### src/usvg_pkg.sv
// ----------------------------------------------------------------------------
// usvg_pkg: shared types and constants of the UV sphere vertex generator
// Fixed-point formats, pipeline payload structs and rounding helpers.
// ----------------------------------------------------------------------------
package usvg_pkg;

  localparam int unsigned FRAC_BITS  = 14;
  localparam int unsigned INNER_BITS = 30;
  localparam int unsigned SH1        = INNER_BITS - FRAC_BITS;
  localparam int unsigned SH2        = 2 * INNER_BITS - FRAC_BITS;
  localparam int unsigned DIV_STEPS  = 32;
  localparam int unsigned PHI_STEPS  = 31;
  localparam int unsigned TEX_STEPS  = FRAC_BITS;

  localparam int unsigned CNT_W  = 9;
  localparam int unsigned IDX_W  = 17;
  localparam int unsigned TEX_W  = 15;
  localparam int unsigned OUT_W  = 16;
  localparam int unsigned CORD_W = 33;

  // register indexes on the cfg port
  localparam logic CFG_SLICES = 1'b0;
  localparam logic CFG_STACKS = 1'b1;

  localparam logic signed [CORD_W-1:0] GAIN_Q30 = 33'sd652032874;
  localparam logic signed [OUT_W+1:0]  UNIT_POS = 18'sd16384;
  localparam logic signed [OUT_W+1:0]  UNIT_NEG = -18'sd16384;

  // arctangent of 2^-i in binary-angle units (2^32 per turn)
  localparam logic [29:0] ATAN_BAU [32] = '{
    30'd536870912, 30'd316933406, 30'd167458907, 30'd85004756, 30'd42667331,
    30'd21354465, 30'd10680862, 30'd5340245, 30'd2670163, 30'd1335087,
    30'd667544, 30'd333772, 30'd166886, 30'd83443, 30'd41722, 30'd20861,
    30'd10430, 30'd5215, 30'd2608, 30'd1304, 30'd652, 30'd326, 30'd163,
    30'd81, 30'd41, 30'd20, 30'd10, 30'd5, 30'd3, 30'd1, 30'd1, 30'd0
  };

  typedef struct packed {
    logic [IDX_W-1:0] vertex_index;
    logic [IDX_W-1:0] below_index;
    logic             quad_corner;
    logic             out_of_range;
  } meta_t;

  typedef struct packed {
    logic             valid;
    meta_t            meta;
    logic [CNT_W-1:0] rem_t;
    logic [CNT_W-1:0] rem_p;
    logic [CNT_W-1:0] rem_u;
    logic [CNT_W-1:0] rem_v;
    logic [31:0]      q_t;
    logic [31:0]      q_p;
    logic [TEX_W-1:0] q_u;
    logic [TEX_W-1:0] q_v;
  } div_t;

  typedef struct packed {
    logic                     valid;
    meta_t                    meta;
    logic [1:0]               quad_t;
    logic [1:0]               quad_p;
    logic signed [CORD_W-1:0] x_t;
    logic signed [CORD_W-1:0] y_t;
    logic signed [CORD_W-1:0] z_t;
    logic signed [CORD_W-1:0] x_p;
    logic signed [CORD_W-1:0] y_p;
    logic signed [CORD_W-1:0] z_p;
    logic [TEX_W-1:0]         tex_u;
    logic [TEX_W-1:0]         tex_v;
  } cord_t;

  // Q2.30 -> Q1.14, round half up, saturate to +-1.0
  function automatic logic [OUT_W-1:0] fix_q30(input logic signed [CORD_W:0] v);
    logic signed [CORD_W:0]  t;
    logic signed [OUT_W+1:0] r;
    t = (v + (34'sd1 <<< (SH1 - 1))) >>> SH1;
    r = t[OUT_W+1:0];
    if (t > 34'(UNIT_POS)) r = UNIT_POS;
    else if (t < 34'(UNIT_NEG)) r = UNIT_NEG;
    return r[OUT_W-1:0];
  endfunction

  // Q4.60 product -> Q1.14
  function automatic logic [OUT_W-1:0] fix_q60(input logic signed [63:0] p);
    logic signed [63:0]      t;
    logic signed [OUT_W+1:0] r;
    t = (p + (64'sd1 <<< (SH2 - 1))) >>> SH2;
    r = t[OUT_W+1:0];
    if (t > 64'(UNIT_POS)) r = UNIT_POS;
    else if (t < 64'(UNIT_NEG)) r = UNIT_NEG;
    return r[OUT_W-1:0];
  endfunction

endpackage

### src/usvg_cordic_cell.sv
// ----------------------------------------------------------------------------
// usvg_cordic_cell: one rotation-mode CORDIC iteration on both angle lanes
// Floor shifts, arctangent constant fixed by the cell's position.
// ----------------------------------------------------------------------------
module usvg_cordic_cell #(
  parameter int unsigned STEP = 0
) (
  input  logic            clk_i,
  input  logic            rst_ni,
  input  logic            en_i,
  input  usvg_pkg::cord_t d_i,
  output usvg_pkg::cord_t q_o
);

  localparam logic signed [usvg_pkg::CORD_W-1:0] ATAN =
    $signed({3'b000, usvg_pkg::ATAN_BAU[STEP]});

  usvg_pkg::cord_t nxt, pay_q;
  logic            vld_q;

  always_comb begin
    nxt = d_i;
    if (!d_i.z_t[usvg_pkg::CORD_W-1]) begin
      nxt.x_t = d_i.x_t - (d_i.y_t >>> STEP);
      nxt.y_t = d_i.y_t + (d_i.x_t >>> STEP);
      nxt.z_t = d_i.z_t - ATAN;
    end else begin
      nxt.x_t = d_i.x_t + (d_i.y_t >>> STEP);
      nxt.y_t = d_i.y_t - (d_i.x_t >>> STEP);
      nxt.z_t = d_i.z_t + ATAN;
    end
    if (!d_i.z_p[usvg_pkg::CORD_W-1]) begin
      nxt.x_p = d_i.x_p - (d_i.y_p >>> STEP);
      nxt.y_p = d_i.y_p + (d_i.x_p >>> STEP);
      nxt.z_p = d_i.z_p - ATAN;
    end else begin
      nxt.x_p = d_i.x_p + (d_i.y_p >>> STEP);
      nxt.y_p = d_i.y_p - (d_i.x_p >>> STEP);
      nxt.z_p = d_i.z_p + ATAN;
    end
  end

  always_ff @(posedge clk_i or negedge rst_ni) begin
    if (!rst_ni) vld_q <= 1'b0;
    else if (en_i) vld_q <= d_i.valid;
  end

  always_ff @(posedge clk_i) begin
    if (en_i) pay_q <= nxt;
  end

  always_comb begin
    q_o       = pay_q;
    q_o.valid = vld_q;
  end

endmodule

### config.mk
export PLATFORM = sky130hd
export DESIGN_NAME = usvg_cordic_cell
export DESIGN_NICKNAME = d
export VERILOG_FILES = /design/src/usvg_pkg.sv /design/src/usvg_cordic_cell.sv
export SDC_FILE = /design/constraint.sdc
export NUM_CORES = 1
export LEC_CHECK = 0
export ABC_CLOCK_PERIOD_IN_PS = 1100
export BUFFER_PORTS_ARGS = -buffer_cell sky130_fd_sc_hd__buf_2
export CAP_MARGIN = 30
export CORE_MARGIN = 2
export CORE_UTILIZATION = 29
export CTS_CLUSTER_DIAMETER = 100
export DETAILED_ROUTE_END_ITERATION = 12
export GPL_TIMING_DRIVEN = 0
export SLEW_MARGIN = 25
export SYNTH_ARGS = -nofsm -noshare
export SYNTH_HDL_FRONTEND = slang
export SYNTH_SLANG_ARGS = --single-unit
### constraint.sdc
create_clock -name clk_i -period 1.1 [get_ports clk_i]
set_input_delay 0.11 -clock clk_i [delete_from_list [all_inputs] [get_ports clk_i]]
set_output_delay 0.11 -clock clk_i [all_outputs]
set_load 0.01 [all_outputs]
==> out/qor.yml <==
global_route:
  grt-ovfl-total: 0
  grt_pass1_vias: 19400
  grt_antenna_before_repair: 9
  grt_usage_pct: 21.7
  grt_max_degree: 93
  grt_pass1_wl_um: 115000
power:
  p_leak_uw: 0.0134
  powerDensity_nw_per_um2: 1250
  vdd_drop_max_uv: 1170
floorplan:
  fp.dieW_um: 262
  initial_core_util_pct: 29.3
  die_area_um2: 68700
  rows: 94
  dieHeight_um: 262
  ios: 541
  core_area_um2: 65900
drt:
  first_iter_violations: 1752
  viasPerCell: 5.20
  drt-total-wl_um: 81400
  firstDrtPassIters: 5
  drtAntennaViolNets: 0
  wire_per_inst_um: 21.4
  post-route-drc-count: 0
  vias: 19800
logic_synthesis:
  synth_nets: 2479
  synth-main-ff-cell: "edfxtp_1"
  synth_warnings: 0
  synthesis.area_um2: 19300
  ys_top_cells_by_area: "edfxtp_1 41%, ha_1 13%, a21oi_1 5.2%, xnor2_1 4.4%, inv_1 3.8%"
  netlist.area_leader.share_pct: 41.4
  synth-edff-count: 266
  postSynthAreaPerCell_um2: 9.64
  synth_most_common_cell: "edfxtp_1"
  synthCells: 2003
  synth_cell_types: 79
  seq_area_frac_synth_pct: 41.5
  synth_seq_cells: 267
  synthTopCellsByCount: "266 x edfxtp_1, 199 x a21oi_1, 196 x ha_1"
  synth_top_area_cell: "edfxtp_1"
  postSynth.asyncResetShare_pct: 0.375
run_status:
  status: "finished with violations"
  violations: "negative setup slack"
placed_design:
  gp_congestion: 0.979
  port_buffers: 538
  postPlaceCellArea_um2: 24500
  hpwl_um: 58700
  place_inst: 3407
critical_path:
  path_cells: "buf_8 -> ha_4 -> fa_2 -> nand2b_4 -> a2111oi_4 -> buf_4 -> nor4b_4 -> nor2_4 -> a31o_4 -> a311oi_4 -> o311a_4 -> o32ai_4 -> xnor2_1"
  ff2ff_path_depth: 1
  crit_start: "d_i[162]"
  required_ns: 1.38
  slowest_stage: "a311oi_4"
  cp-end-kind: "flip-flop"
  worstSetupStartpointType: "input port"
  cp_max_fo: 3
  r2r_start: "vld_q"
  slowest_delay_ns: 0.38
  criticalPathCategory: "in2reg"
  arrival_ns: 2.70
clock_network:
  cts_tree: "built"
  clk_pin_slew_worst_paths_ns: 0.06
  cts_sinks: 267
  clock_path_buffers: 3
  clockRootBuffer: "clkbuf_16"
  clock_latency_ns: 0.54
  htreeDepth: 2
  cts_buffers: 34
layout:
  design_area_um2: 32000
  syn2layout_area_growth_pct: 65.7
  layout-drive-gt1-share_pct: 46.5
  nNetsFinal: 3382
  finalNonFillerCells: 3800
run:
  drv_cap: 0
timing:
  fin_skew_ns: 0
  hold_viol_final: 0
  rsz0062_at_grt: "true"
  period_share_pct: 220
  fin_ws_ns: -1.31
  finalCriticalPeriod_ns: 2.41
  finalSetupViolCount: 386
  fmax_ghz: 0.414
  final-max-slew-violation-count: 0
  max_slew.worst_pin.slew_ns: 1.17
  max_slew_margin_pct: 21.9
worst_hold_path:
  min-delay-path-class: "in2reg"
  hold_start: "en_i"
  worst_hold_path.num_cells: 1
-- final timing paths --
| check | end | slack [ns] |
|---|---|---|
| max | q_o[227] | -1.31 |
| min | q_o[64] | 0.06 |
| max reg2reg | vld_q | 0.28 |
| min reg2reg | vld_q | 0.62 |
| max in group asynchronous | vld_q | 0.59 |
| min in group asynchronous | vld_q | 0.41 |
-- critical path: cells and delay by family --
| family | cells | cell delay [ns] |
|---|---|---|
| fa+ha+maj | 2 | 0.52 |
| compound gates | 5 | 1.11 |
| xor+xnor | 1 | 0.16 |
| simple gates | 3 | 0.51 |
| buf+inv | 2 | 0.27 |
-- flip-flops by register name, indices dropped and copies added, names as in the netlist --
signal  flops
q_o       266
vld_q       1
-- final cells by class --
class	count	area [µm²]
fill	5851	33900
multi-input combinational	1441	13600
sequential	267	8010
timing repair buffer	877	6450
tap	864	1080
inverter	199	895
clock buffer	40	873
buffer	86	861
clock inverter	21	262
antenna	5	12.5
-- cells in the final DEF (no fill, tap or decap), types with 44 or more instances in the layout --
cell | Yosys | routed
a21o_1 | 49 | 44
a21oi_1 | 199 | 112
a21oi_2 | 0 | 55
buf_2 | 6 | 469
buf_4 | 5 | 140
buf_6 | 0 | 113
clkbuf_16 | 0 | 48
dlygate4sd3_1 | 0 | 142
edfxtp_1 | 266 | 266
ha_1 | 196 | 150
inv_1 | 194 | 153
nand2_1 | 98 | 76
nor2_1 | 157 | 128
o21ai_0 | 133 | 47
o21ai_2 | 0 | 50
xnor2_1 | 98 | 73
-- timing repair --
| item | in CTS | in global routing |
|---|---|---|
| pin swaps | 239 | 189 |
| gates cloned | 1 | 0 |
| resized for setup | 513 | 284 |
| hold buffers | 142 | 0 |
| endpoints found under the setup margin | 385 | 385 |
| buffers inserted | 151 | 64 |
| endpoints found under the hold margin | 141 | 0 |
-- metal layers --
metal	track usage [%]	part of all wire [%]	wire, µm	vias up
met5	0	0.029	24	-
met4	9.27	4.4	3620	4
met2	38.4	50	40800	922
met3	4.25	7.4	6010	222
li1	-	-	-	9053
met1	25.5	38	31000	9562
-- through the flow --
stage	utilization, %	setup WS [ns]	hold slack, ns	power, µW	setup TNS [ns]
after floorplan	-	-1.60	-0.186	20000	-110.45
after global placement	37.2	-3.99	-0.114	24400	-1194.08
after detailed placement	37.2	-2.33	-0.112	24400	-268.39
after CTS	46.3	-1.33	0.0546	38900	-121.75
after global routing	48.6	-1.33	0.0682	41800	-136.57
final	48.6	-1.31	0.0595	40100	-119.04
-- cell families (layout without fill, tap and decap cells) --
| kind of cell | after synthesis | count (layout) | synth area share (%) |
|---|---|---|---|
| flops | 267 | 267 | 41.5 |
| simple gates | 481 | 481 | 12.1 |
| compound gates | 604 | 604 | 19.9 |
| mux | 27 | 27 | 1.41 |
| other cells | 0 | 5 | 0 |
| fa+ha+maj | 204 | 204 | 13.5 |
| xor+xnor | 125 | 125 | 5.67 |
| buf+inv | 295 | 1223 | 5.87 |
-- power breakdown --
group	switching, µW	leakage (µW)	total (µW)	internal, µW
Clock	4640	0.000551	11400	6760
Sequential	388	0.00261	13200	12900
Combinational	8470	0.0102	15400	6970
Power figures use the tool's default switching activity.
