### src/usvg_pkg.sv
// ----------------------------------------------------------------------------
// usvg_pkg: shared types and constants of the UV sphere vertex generator
// Fixed-point formats, pipeline payload structs and rounding helpers.
// ----------------------------------------------------------------------------
package usvg_pkg;

  localparam int unsigned FRAC_BITS  = 14;
  localparam int unsigned INNER_BITS = 30;
  localparam int unsigned SH1        = INNER_BITS - FRAC_BITS;
  localparam int unsigned SH2        = 2 * INNER_BITS - FRAC_BITS;
  localparam int unsigned DIV_STEPS  = 32;
  localparam int unsigned PHI_STEPS  = 31;
  localparam int unsigned TEX_STEPS  = FRAC_BITS;

  localparam int unsigned CNT_W  = 9;
  localparam int unsigned IDX_W  = 17;
  localparam int unsigned TEX_W  = 15;
  localparam int unsigned OUT_W  = 16;
  localparam int unsigned CORD_W = 33;

  // register indexes on the cfg port
  localparam logic CFG_SLICES = 1'b0;
  localparam logic CFG_STACKS = 1'b1;

  localparam logic signed [CORD_W-1:0] GAIN_Q30 = 33'sd652032874;
  localparam logic signed [OUT_W+1:0]  UNIT_POS = 18'sd16384;
  localparam logic signed [OUT_W+1:0]  UNIT_NEG = -18'sd16384;

  // arctangent of 2^-i in binary-angle units (2^32 per turn)
  localparam logic [29:0] ATAN_BAU [32] = '{
    30'd536870912, 30'd316933406, 30'd167458907, 30'd85004756, 30'd42667331,
    30'd21354465, 30'd10680862, 30'd5340245, 30'd2670163, 30'd1335087,
    30'd667544, 30'd333772, 30'd166886, 30'd83443, 30'd41722, 30'd20861,
    30'd10430, 30'd5215, 30'd2608, 30'd1304, 30'd652, 30'd326, 30'd163,
    30'd81, 30'd41, 30'd20, 30'd10, 30'd5, 30'd3, 30'd1, 30'd1, 30'd0
  };

  typedef struct packed {
    logic [IDX_W-1:0] vertex_index;
    logic [IDX_W-1:0] below_index;
    logic             quad_corner;
    logic             out_of_range;
  } meta_t;

  typedef struct packed {
    logic             valid;
    meta_t            meta;
    logic [CNT_W-1:0] rem_t;
    logic [CNT_W-1:0] rem_p;
    logic [CNT_W-1:0] rem_u;
    logic [CNT_W-1:0] rem_v;
    logic [31:0]      q_t;
    logic [31:0]      q_p;
    logic [TEX_W-1:0] q_u;
    logic [TEX_W-1:0] q_v;
  } div_t;

  typedef struct packed {
    logic                     valid;
    meta_t                    meta;
    logic [1:0]               quad_t;
    logic [1:0]               quad_p;
    logic signed [CORD_W-1:0] x_t;
    logic signed [CORD_W-1:0] y_t;
    logic signed [CORD_W-1:0] z_t;
    logic signed [CORD_W-1:0] x_p;
    logic signed [CORD_W-1:0] y_p;
    logic signed [CORD_W-1:0] z_p;
    logic [TEX_W-1:0]         tex_u;
    logic [TEX_W-1:0]         tex_v;
  } cord_t;

  // Q2.30 -> Q1.14, round half up, saturate to +-1.0
  function automatic logic [OUT_W-1:0] fix_q30(input logic signed [CORD_W:0] v);
    logic signed [CORD_W:0]  t;
    logic signed [OUT_W+1:0] r;
    t = (v + (34'sd1 <<< (SH1 - 1))) >>> SH1;
    r = t[OUT_W+1:0];
    if (t > 34'(UNIT_POS)) r = UNIT_POS;
    else if (t < 34'(UNIT_NEG)) r = UNIT_NEG;
    return r[OUT_W-1:0];
  endfunction

  // Q4.60 product -> Q1.14
  function automatic logic [OUT_W-1:0] fix_q60(input logic signed [63:0] p);
    logic signed [63:0]      t;
    logic signed [OUT_W+1:0] r;
    t = (p + (64'sd1 <<< (SH2 - 1))) >>> SH2;
    r = t[OUT_W+1:0];
    if (t > 64'(UNIT_POS)) r = UNIT_POS;
    else if (t < 64'(UNIT_NEG)) r = UNIT_NEG;
    return r[OUT_W-1:0];
  endfunction

endpackage

### src/usvg_div_cell.sv
// ----------------------------------------------------------------------------
// usvg_div_cell: one restoring-division step for each quotient lane its STEP covers
// Lanes: theta angle, phi angle, texture u and texture v.
// ----------------------------------------------------------------------------
module usvg_div_cell #(
  parameter int unsigned STEP = 0
) (
  input  logic                      clk_i,
  input  logic                      rst_ni,
  input  logic                      en_i,
  input  logic [usvg_pkg::CNT_W-1:0] slice_i,
  input  logic [usvg_pkg::CNT_W-1:0] stack_i,
  input  usvg_pkg::div_t            d_i,
  output usvg_pkg::div_t            q_o
);

  localparam int unsigned TB = (STEP < usvg_pkg::TEX_STEPS) ? usvg_pkg::TEX_STEPS - 1 - STEP : 0;

  usvg_pkg::div_t nxt, pay_q;
  logic           vld_q;
  logic [13:0]    half_s, half_t;

  function automatic logic [9:0] dstep(input logic [8:0] r, input logic b,
                                       input logic [8:0] d);
    logic [9:0] t;
    t = {r, b};
    if (t >= {1'b0, d}) return {1'b1, 9'(t - {1'b0, d})};
    return {1'b0, t[8:0]};
  endfunction

  assign half_s = 14'(slice_i >> 1);
  assign half_t = 14'(stack_i >> 1);

  always_comb begin
    logic [9:0] s;
    nxt = d_i;
    s = dstep(d_i.rem_t, 1'b0, slice_i);
    nxt.rem_t = s[8:0];
    nxt.q_t   = {d_i.q_t[30:0], s[9]};
    if (STEP < usvg_pkg::PHI_STEPS) begin
      s = dstep(d_i.rem_p, 1'b0, stack_i);
      nxt.rem_p = s[8:0];
      nxt.q_p   = {d_i.q_p[30:0], s[9]};
    end
    if (STEP < usvg_pkg::TEX_STEPS) begin
      s = dstep(d_i.rem_u, half_s[TB], slice_i);
      nxt.rem_u = s[8:0];
      nxt.q_u   = {d_i.q_u[13:0], s[9]};
      s = dstep(d_i.rem_v, half_t[TB], stack_i);
      nxt.rem_v = s[8:0];
      nxt.q_v   = {d_i.q_v[13:0], s[9]};
    end
  end

  always_ff @(posedge clk_i or negedge rst_ni) begin
    if (!rst_ni) vld_q <= 1'b0;
    else if (en_i) vld_q <= d_i.valid;
  end

  always_ff @(posedge clk_i) begin
    if (en_i) pay_q <= nxt;
  end

  always_comb begin
    q_o       = pay_q;
    q_o.valid = vld_q;
  end

endmodule

### config.mk
export PLATFORM = sky130hd
export DESIGN_NAME = usvg_div_cell
export DESIGN_NICKNAME = d
export VERILOG_FILES = /design/src/usvg_pkg.sv /design/src/usvg_div_cell.sv
export SDC_FILE = /design/constraint.sdc
export NUM_CORES = 1
export LEC_CHECK = 0
export BUFFER_PORTS_ARGS = -buffer_cell sky130_fd_sc_hd__buf_2
export CORE_MARGIN = 2
export CORE_UTILIZATION = 25
export DETAILED_ROUTE_END_ITERATION = 16
export SETUP_SLACK_MARGIN = 0.2
export SLEW_MARGIN = 20
export SYNTH_ARGS = -nofsm -noshare
export SYNTH_HDL_FRONTEND = slang
export SYNTH_SLANG_ARGS = --single-unit
### constraint.sdc
create_clock -name clk_i -period 1.2 [get_ports clk_i]
set_clock_uncertainty 0.15 [all_clocks]
set_input_delay 0.3 -clock clk_i [delete_from_list [all_inputs] [get_ports clk_i]]
set_output_delay 0.3 -clock clk_i [all_outputs]
set_load 0.005 [all_outputs]
==> key figures <==
Worst setup path
  – Required @ worst endpoint: 1230 ps
  – Data arrival, critical path: approximately 1900 ps
  – CP Class: in -> reg
  – Crit. End Element: flip-flop
  – Max FO, Critical Path: 4
  – RR Endpoint: vld_q$_DFFE_PN0P_
  – Register-to-register setup slack: just under 300 ps
  – Startpoint types: input port
  – Critical R2R Launch: vld_q$_DFFE_PN0P_
  – Worst reg-to-reg path cell count: 1

Placement
  – DP Wirelength: 18900 um
  – Post-place setup slack: -1260 ps
  – Placer Congestion: 0.862
  – Placement Cell Area: roughly 0.011 sq mm
  – Number of port buffers: 350

STA
  – Final period util: 1.54
  – Unrepaired setup endpoints after global routing: true
  – TNS Setup: -53860 ps
  – Max-slew violation count: 0
  – PnR worst setup slack: -643 ps
  – Slew HR: 0.756
  – Slew @ Worst Pin: around 360 ps
  – Final min period: roughly 1800 ps
  – Final Hold Vio Count: 1
  – # setup viols final: ~210
  – Worst hold slack: -43.6 ps
  – F_max: 0.543 GHz

Flow run
  – MaxCap Viol Count: 0

Min path
  – Worst hold start: d_i[166]
  – HP Class: in -> reg
  – Hold endpoint: vld_q$_DFFE_PN0P_
  – Worst Hold Depth: 2

Die
  – Core ar.: ~0.029 sq mm
  – Rows: 62
  – I/O pin total: 355
  – Die width: ~170 um
  – Total die area: 0.0304 sq mm
  – Die height: around 170 um
  – Initial core utilization: 0.254

Clock tree
  – Clk_lat worst skew: ~430 ps
  – CTS H-tree lvls: 4
  – Root buf cell: clkbuf_16
  – CTS tree: yes
  – Worst-path clk slew: 70 ps
  – Clock Path Buffers: 2
  – Clk sinks: approximately 170
  – Cts hold-fix bufs: roughly 130
  – CTS buffer count: 17

Drt
  – DR pass1 iterations: 4
  – DR iter-0 viols: between 200 and 300
  – Remaining DRCs: 0
  – Final wirelength: between 20000 and 30000 um
  – DR vias/cell: between 4 and 5
  – DR vias: between 6000 and 7000
  – Post-route antenna net violation count: 0
  – Mean routed wirelength per cell: about 17 um

Global routing
  – Largest net degree at the start of global routing: 45
  – Antenna violations before repair: 2
  – First-pass GRT wire length: approximately 38000 um
  – GRT Util Overall: 0.167
  – Vias in the first global route: ~6700
  – GRT overflow: 0

Yosys
  – EDFF count, synth: 166
  – Sequential area share after synthesis: 0.690
  – Synth Register Bits: roughly 170
  – Syn_nets: between 600 and 700
  – Syn Inst Count: 464
  – Syn avg cell area: approximately 16 sq um
  – Async set or reset register ratio after synthesis: 0.00599
  – Yosys Warn Count: 0
  – Syn Std Cell Area: ~0.0073 sq mm
  – Unique masters post-synth: 50
  – Dominant synthesized flop cell: edfxtp_1

Cells and area
  – P&R area growth vs syn: 85.6%
  – Storage element area: roughly 0.0050 sq mm
  – Multi-input logic area: 0.00284 sq mm
  – Final core occ: 0.471
  – Layout cell share with drive strength beyond 1: 0.589
  – FILL cells: 2494
  – Post-route cell area: 0.0135 sq mm
  – Nets: ~1300

Power
  – Maximum VDD drop: between 600 and 700 uV
  – Lkg Pwr: 5.80 nW
  – Power per cell area: 1270 mW/mm^2
  – Tot Pwr: 17.1 mW

Outcome
  – Outcome: finished, violations left
  – Failing checks: hold timing, setup timing
## routing by layer
layer / part of all wire / global-route usage / wire length [um] / vias up
met5: 0 / 0 / 0 / -
met4: 0.029 / 0.0644 / 753 / 0
met3: 0.060 / 0.0413 / 1530 / 45
met2: 0.51 / 0.299 / 13100 / 243
met1: 0.40 / 0.190 / 10200 / 3057
li1: - / - / - / 3069
## placed cells by master, fill, tap and decap left out, drive strengths merged, types with 5 or more instances in the layout
| master | synthesis | routed |
|---|---|---|
| nand3 | 10 | 10 |
| nor2 | 27 | 27 |
| o21ai | 24 | 24 |
| nand2b | 8 | 8 |
| ha | 36 | 36 |
| nor4b | 8 | 8 |
| edfxtp | 166 | 166 |
| clkbuf | 0 | 17 |
| clkinv | 0 | 8 |
| and3 | 5 | 5 |
| mux2 | 20 | 20 |
| xnor2 | 15 | 15 |
| a21o | 6 | 6 |
| o21a | 8 | 8 |
| dlygate4sd3 | 0 | 127 |
| buf | 2 | 490 |
| inv | 26 | 30 |
| xor2 | 5 | 5 |
| a21oi | 22 | 22 |
| nand2 | 13 | 13 |
| nor2b | 8 | 8 |
## timing repair
action / 4_1_cts / 5_1_grt
hold endpoints to repair: 129 / 1
setup endpoints to repair: 207 / 207
setup buffers: 18 / 4
resized for setup: 123 / 20
pin swaps: 36 / 7
## worst max-delay path by stage
stage,start,to,slack [ps],cells past startpoint
finish,slice_i[2],q_o[129]$_DFFE_PP_,-640,8
global route,stack_i[3],q_o[100]$_DFFE_PP_,-730,9
CTS,stack_i[3],q_o[100]$_DFFE_PP_,-610,9
detailed placement,stack_i[1],q_o[115]$_DFFE_PP_,-1260,10
global placement,slice_i[1],q_o[125]$_DFFE_PP_,-1210,10
floorplan,slice_i[2],q_o[124]$_DFFE_PP_,-1000,9
## sequential cells by signal (all words and copies together), names as in the netlist
| signal | count |
|---|---|
| q_o | 166 |
| vld_q | 1 |
## per-stage QoR
stage	std cells	hold slack [ps]
final	1497	-43.6
after CTS	1491	-72.8
after floorplan	464	-146
after global routing	1497	-62.0
after global placement	1314	-74.9
after detailed placement	1314	-73.4
## cells in the mapped netlist (all sizes together), types with 6 or more instances
cell      n  area, sq um
nor2     27          101
nand2b    8         50.1
nor2b     8         50.1
o21a      8         60.1
nand3    10         50.1
xnor2    15          131
mux2     20          233
inv      26          100
edfxtp  166         4980
o21ai    24          120
ha       36          450
a21oi    22          133
nand2    13         48.8
nor4b     8          104
a21o      6         46.3
## final cells by class
class,instances,share of cell area
flip-flops and latches,167,0.372
clock buffers,17,0.0316
inverters,26,0.0129
repair buffers,617,0.321
clock inverters,15,0.0161
well taps,384,0.0356
diodes,2,0.000371
multi-input cells,269,0.210
## critical path, cell delays in order
cell	delay (ps)
buf_6	80
clkinvlp_4	120
ha_4	330
and3_4	180
nand3_2	70
nor4b_4	140
or2_4	260
a2111o_1	380
## logic make-up after synthesis
logic type,share of synthesized area
compound gates,0.0774
xor+xnor,0.0241
fa+ha+maj,0.0730
buf+inv,0.0164
flops,0.690
mux,0.0362
simple gates,0.0832
## power by group
group	total [mW]	internal (mW)	switching, mW
clock network	5.85	2.92	2.94
logic	3.99	2.26	1.73
registers	7.24	7.08	0.159
total	17.1	12.3	4.82
Note: power is estimated with default switching activity, not from simulation.
